$ cat config.mk
export PLATFORM = sky130hd
export DESIGN_NAME = vft_queue
export DESIGN_NICKNAME = d
export VERILOG_FILES = /design/src/rtl/core/vft_pkg.sv /design/src/rtl/core/vft_queue.sv
export SDC_FILE = /design/constraint.sdc
export NUM_CORES = 1
export LEC_CHECK = 0
export BUFFER_PORTS_ARGS = -buffer_cell sky130_fd_sc_hd__buf_4
export CAP_MARGIN = 20
export CELL_PAD_IN_SITES_DETAIL_PLACEMENT = 0
export CELL_PAD_IN_SITES_GLOBAL_PLACEMENT = 1
export CORE_AREA = 2 2 228 230
export DETAILED_ROUTE_END_ITERATION = 16
export DIE_AREA = 0 0 230 232
export GPL_TIMING_DRIVEN = 0
export PLACE_DENSITY_LB_ADDON = 0.12
export SLEW_MARGIN = 0
export SYNTH_ARGS = -nofsm -noshare
export SYNTH_HDL_FRONTEND = slang
export SYNTH_SLANG_ARGS = --single-unit
$ cat constraint.sdc
create_clock -name clk -period 21.7 [get_ports clk]
set_input_delay 4.34 -clock clk [delete_from_list [all_inputs] [get_ports clk]]
set_output_delay 4.34 -clock clk [all_outputs]
set_load 0.005 [all_outputs]
$ cat src/rtl/core/vft_pkg.sv
// Shared types, constants and helper functions for the Voigt frame transform builder.
// No dependencies; imported by every module of the block.
package vft_pkg;

    localparam int VEC_BITS      = 30;
    localparam int OUT_FRAC_BITS = 29;
    localparam int NUM_COLS      = 6;

    typedef logic signed [30:0] vcomp_t;
    typedef vcomp_t [2:0] vec_t;
    typedef logic signed [31:0] cos_t;
    typedef cos_t [2:0] cvec_t;
    typedef cvec_t [2:0] cmat_t;

    typedef struct packed {
        logic  ok;
        cmat_t d;
    } frame_t;

    typedef struct packed {
        logic nz;
        vec_t v;
    } scaled_t;

    localparam logic [1:0] ENT_A [NUM_COLS] = '{2'd0, 2'd1, 2'd2, 2'd0, 2'd1, 2'd0};
    localparam logic [1:0] ENT_B [NUM_COLS] = '{2'd0, 2'd1, 2'd2, 2'd1, 2'd2, 2'd2};

    function automatic logic [6:0] bit_len64(input logic [63:0] m);
        logic [6:0] b;
        b = '0;
        for (int i = 0; i < 64; i++)
        begin
            if (m[i])
            begin
                b = 7'(i + 1);
            end
        end
        return b;
    endfunction

    // Block-scale a 3-vector so that its largest component has VEC_BITS bits.
    function automatic scaled_t scale3(input logic [2:0][63:0] x);
        scaled_t           o;
        logic [63:0]       mg;
        logic [63:0]       mx;
        logic [6:0]        b;
        logic [5:0]        sh;
        logic signed [63:0] t;
        mx = '0;
        for (int i = 0; i < 3; i++)
        begin
            mg = x[i][63] ? (~x[i] + 64'd1) : x[i];
            if (mg > mx)
            begin
                mx = mg;
            end
        end
        b = bit_len64(mx);
        for (int i = 0; i < 3; i++)
        begin
            if (b > 7'(VEC_BITS))
            begin
                sh = 6'(b - 7'(VEC_BITS));
                t  = $signed(x[i]) >>> sh;
            end
            else
            begin
                sh = 6'(7'(VEC_BITS) - b);
                t  = $signed(x[i]) <<< sh;
            end
            o.v[i] = t[30:0];
        end
        o.nz = |mx;
        return o;
    endfunction

endpackage

$ cat src/rtl/core/vft_queue.sv
// Two-entry queue of cosine frames between front and back.
// Depends on vft_pkg.
module vft_queue (
    input  logic            clk,
    input  logic            rst_n,
    input  logic            push,
    input  vft_pkg::frame_t push_data,
    output logic            full,
    input  logic            pop,
    output vft_pkg::frame_t pop_data,
    output logic            empty
);
    import vft_pkg::*;

    frame_t     mem [2];
    logic       wp_reg, rp_reg;
    logic [1:0] cnt_reg;

    always_ff @(posedge clk or negedge rst_n)
    begin
        if (!rst_n)
        begin
            wp_reg  <= 1'b0;
            rp_reg  <= 1'b0;
            cnt_reg <= '0;
        end
        else
        begin
            if (push)
            begin
                wp_reg <= ~wp_reg;
            end
            if (pop)
            begin
                rp_reg <= ~rp_reg;
            end
            cnt_reg <= cnt_reg + {1'b0, push} - {1'b0, pop};
        end
    end

    always_ff @(posedge clk)
    begin
        if (push)
        begin
            mem[wp_reg] <= push_data;
        end
    end

    assign pop_data = mem[rp_reg];
    assign full     = (cnt_reg == 2'd2);
    assign empty    = (cnt_reg == 2'd0);

endmodule

[After elaboration in Yosys (flattened, before gate mapping)]
Memories as Yosys holds them, arrays and structs flattened.
Cells that the tools add are included.
Storage, ports and cells
  bits in registers: 4
  bits in latches: 0
  RAM bits: 578
  ROM bits: 0
  bits of input ports: 293
  output and inout bits: 291
  logic and storage cells: 12
  memories: 1
Cells by class
  add/subtract/negate cells: 2
  multipliers: 0
  div/mod/pow operators: 0
  $lt $le $gt $ge: 0
  equal/unequal tests: 1
  shifts and indexed selects: 0
  muxes and demuxes: 2
  bitwise operators: 2
  reduce and logical (&&, ||, !) cells: 1
Memories
  mem: words 2, width 289, read ports 1, clocked after memory_dff 0, wr ports 1, line vft_queue.sv:15  | frame_t mem [2];
Operator list (number)
  adder 2 x 1 -> 2 bit: 1
  equality test 2 bit, second input constant: 1
  zero test 2 bit: 1
  two-way mux 1 bit: 2
  NOT 1 bit: 2
  subtractor 2 x 1 -> 2 bit: 1

[Depth between registers and ports, before layout]
  word-level depth: 2
  mapped depth: 5
  gate-level depth less buffers: 5

[Worst setup path after synthesis]
Ideal clock, no wire load.
  path kind: input to register
  from: in push
  to: mem mem[0][0] (netlist name) (enable)
  library setup time: 979 ps
  data arrival time: 16765 ps
  data required time: 20721 ps
  slack: 3955 ps
  cell stages on the path: 1
  path buffers: 0
  cells stage by stage: nor2b_1
Between the ends
  longest elaborated chain between the ends: 2
RTL lines
  start: declaration: line vft_queue.sv:6  | input logic push,
  two-way mux 1 bit: line vft_queue.sv:43  | if (push)
  two-way mux 1 bit (implied by the code): line vft_queue.sv:45  | mem[wp_reg] <= push_data;
  end: declaration: line vft_queue.sv:15
Every way passes these cells.

==> key figures <==
Clocking
  • Cts hold-fix bufs: 0
  • H-tree Lvls: 2
  • Post-CTS resize count: 0
  • Cts bufs inserted: 59
  • Root Driver: clkbuf_16
  • CTS tree: done
  • Latest clock arrival within the worst-skew pair: 0.60 ns
  • CTS Buffer Depth: 3
  • Sink Count: 582
  • Worst-path clk slew: 0.06 ns
  • Setup bufs post-CTS: 0

Timing
  • Setup TNS: 0 ns
  • Final count of hold timing violations: 0
  • Setup violators final: 0
  • Fin crit share: 30.2%
  • Slew headroom: 55.2%
  • Worst Skew: 0.0169 ns
  • Unrepaired setup endpoints after global routing: false
  • Pins Over Slew Limit: 0
  • Achievable Freq: 0.153 GHz
  • PnR worst setup slack: 15.15 ns
  • Least-Margin Pin Slew: 0.671 ns
  • Minimum clock period: 6.55 ns

Logic synthesis
  • Yosys warnings: 0
  • Post-Syn Area: 0.0214 sq mm
  • Mapped Cells: 914
  • Synth Net Count: 1209
  • Avg Inst Size Synth: 23.4 sq um
  • #FFs+latches synth: 582
  • Yosys cell types: 14
  • Sequential-to-total area share from yosys stat: 81.5%

Route
  • DRT antenna net count: 0
  • Total number of vias: 10948
  • First drt pass iteration count: 4
  • WL per Instance: 22.3 microns
  • Total wire length: 51400 microns
  • Initial drt markers: 480
  • Via density: 4.74
  • Remaining DRCs: 0

Power
  • Worst vdd ir: 82.8 uV
  • Cell leakage power: 11.1 nW
  • Power Density: 128 mW/mm^2
  • Switch share: 26.8%
  • Clock power share: 25.6%
  • Psw: 0.987 mW
  • Internal power: 2.70 mW
  • Sequential Power Share: 41.5%
  • Logic pwr share: 32.9%

Finish
  • Nets: 1870
  • Finished Cell Area: 0.0288 sq mm
  • Most frequent cells in the layout: 584 x buf_4, 578 x edfxtp_1, 189 x mux2_2
  • Final Non-Filler Cells: 2308
  • Max reg flops: 578
  • Share of post-route cells with drive strength above 1: 61.2%
  • Area growth, synth to finish: 34.7%
  • Most common cell after layout, fill and taps aside: buf_4

Setup path
  • Critical path peak fanout: 10
  • Worst Path Arrival: 2.21 ns
  • Worst Setup End Kind: output pin
  • Worst Path Required: 17.36 ns
  • Worst Setup Start Kind: flop
  • WS Path Type: flop to output pin

Floorplan
  • DIE AREA: 0.0534 sq mm
  • Die height: 232 microns
  • Initial Utilization: 42.1%
  • Ports: 584
  • Rows: 83
  • Core Area: 0.0509 sq mm
  • Chip Width: 230 microns

Global routing
  • Initial antenna violation count: 9
  • Gr ovfl total: 0
  • Global-route wire length before repair: 72600 microns
  • Total GRT Usage: 18.7%
  • Vias in the first global route: 11383
  • Largest net degree at the start of global routing: 60

Placement
  • DP HPWL: 37600 microns
  • DP Worst Slack: 15.23 ns
  • I/O Buffers: 583
  • Placed instance area: 0.0271 sq mm
  • Gp weighted congestion: 0.760
  • DP Cell Count: 2194

Flow run
  • Maxcap violations: 0

Min path
  • HP Class: flop to flop

Status
  • Outcome: finished, final reports clean
per-layer routing:
layer	track usage (%)	wire length (microns)	vias up
li1	-	-	4985
met1	20.8	18800	5490
met2	31.8	25900	384
met3	8.60	5300	81
met4	6.15	1350	8
met5	0	53	-
power groups by stage:
stage	logic, mW	registers, mW	clock network, mW
after floorplan	0.593	1.64	0
after global placement	1.19	1.72	0
after detailed placement	1.24	1.56	0
after CTS	1.25	1.53	0.971
after global routing	1.30	1.55	1.01
final	1.21	1.53	0.944
final cells by class:
type,instances,area (sq um)
clock buffer,79,1550
buffer,32,231
inverter,2,7.51
multi-input combinational,298,3730
antenna,6,15.0
tap,680,851
fill,4047,22000
sequential,582,17500
timing repair buffer,600,4780
clock inverter,29,229
cell families after synthesis:
logic type,count (synthesis),synth area share (%)
flops,582,81.5
mux,289,17.0
buf+inv,34,1.12
xor+xnor,3,0.193
fa+ha+maj,2,0.117
simple gates,4,0.105
synth_stat cells (all sizes together):
master / number / area share [%]
nor2: 1 / 0.018
ha: 2 / 0.12
inv: 2 / 0.035
dfrtp: 4 / 0.47
nor2b: 2 / 0.058
xor3: 1 / 0.11
mux2: 289 / 17
xor2: 2 / 0.082
and2: 1 / 0.029
edfxtp: 578 / 81
buf: 32 / 1.1
per-stage QoR:
step / hold slack (ns) / total power, mW / util [%]
after global routing: 0.562 / 3.85 / 56.7
after CTS: 0.547 / 3.75 / 56.7
after global placement: 0.470 / 2.90 / 52.4
after detailed placement: 0.538 / 2.80 / 53.2
final: 0.548 / 3.68 / 56.7
after floorplan: 0.455 / 2.24 / -
path summary, 6_finish.rpt:
check,start,endpoint,slack (ns),cells after the start
max in group asynchronous,rst_n,cnt_reg[1],18.08,1
worst min-delay path,wp_reg,wp_reg,0.55,1
worst min register to register,wp_reg,wp_reg,0.55,1
min in group asynchronous,rst_n,wp_reg,3.52,1
worst max register to register,wp_reg,mem[1][209],19.29,4
worst max-delay path,rp_reg,pop_data[105],15.15,4
critical path: stages (launching register included):
cell     delay, ns
dfrtp_1       0.34
buf_2         0.32
buf_2         0.36
mux2_2        0.41
buf_4         0.14
Power figures use the tool's default switching activity.
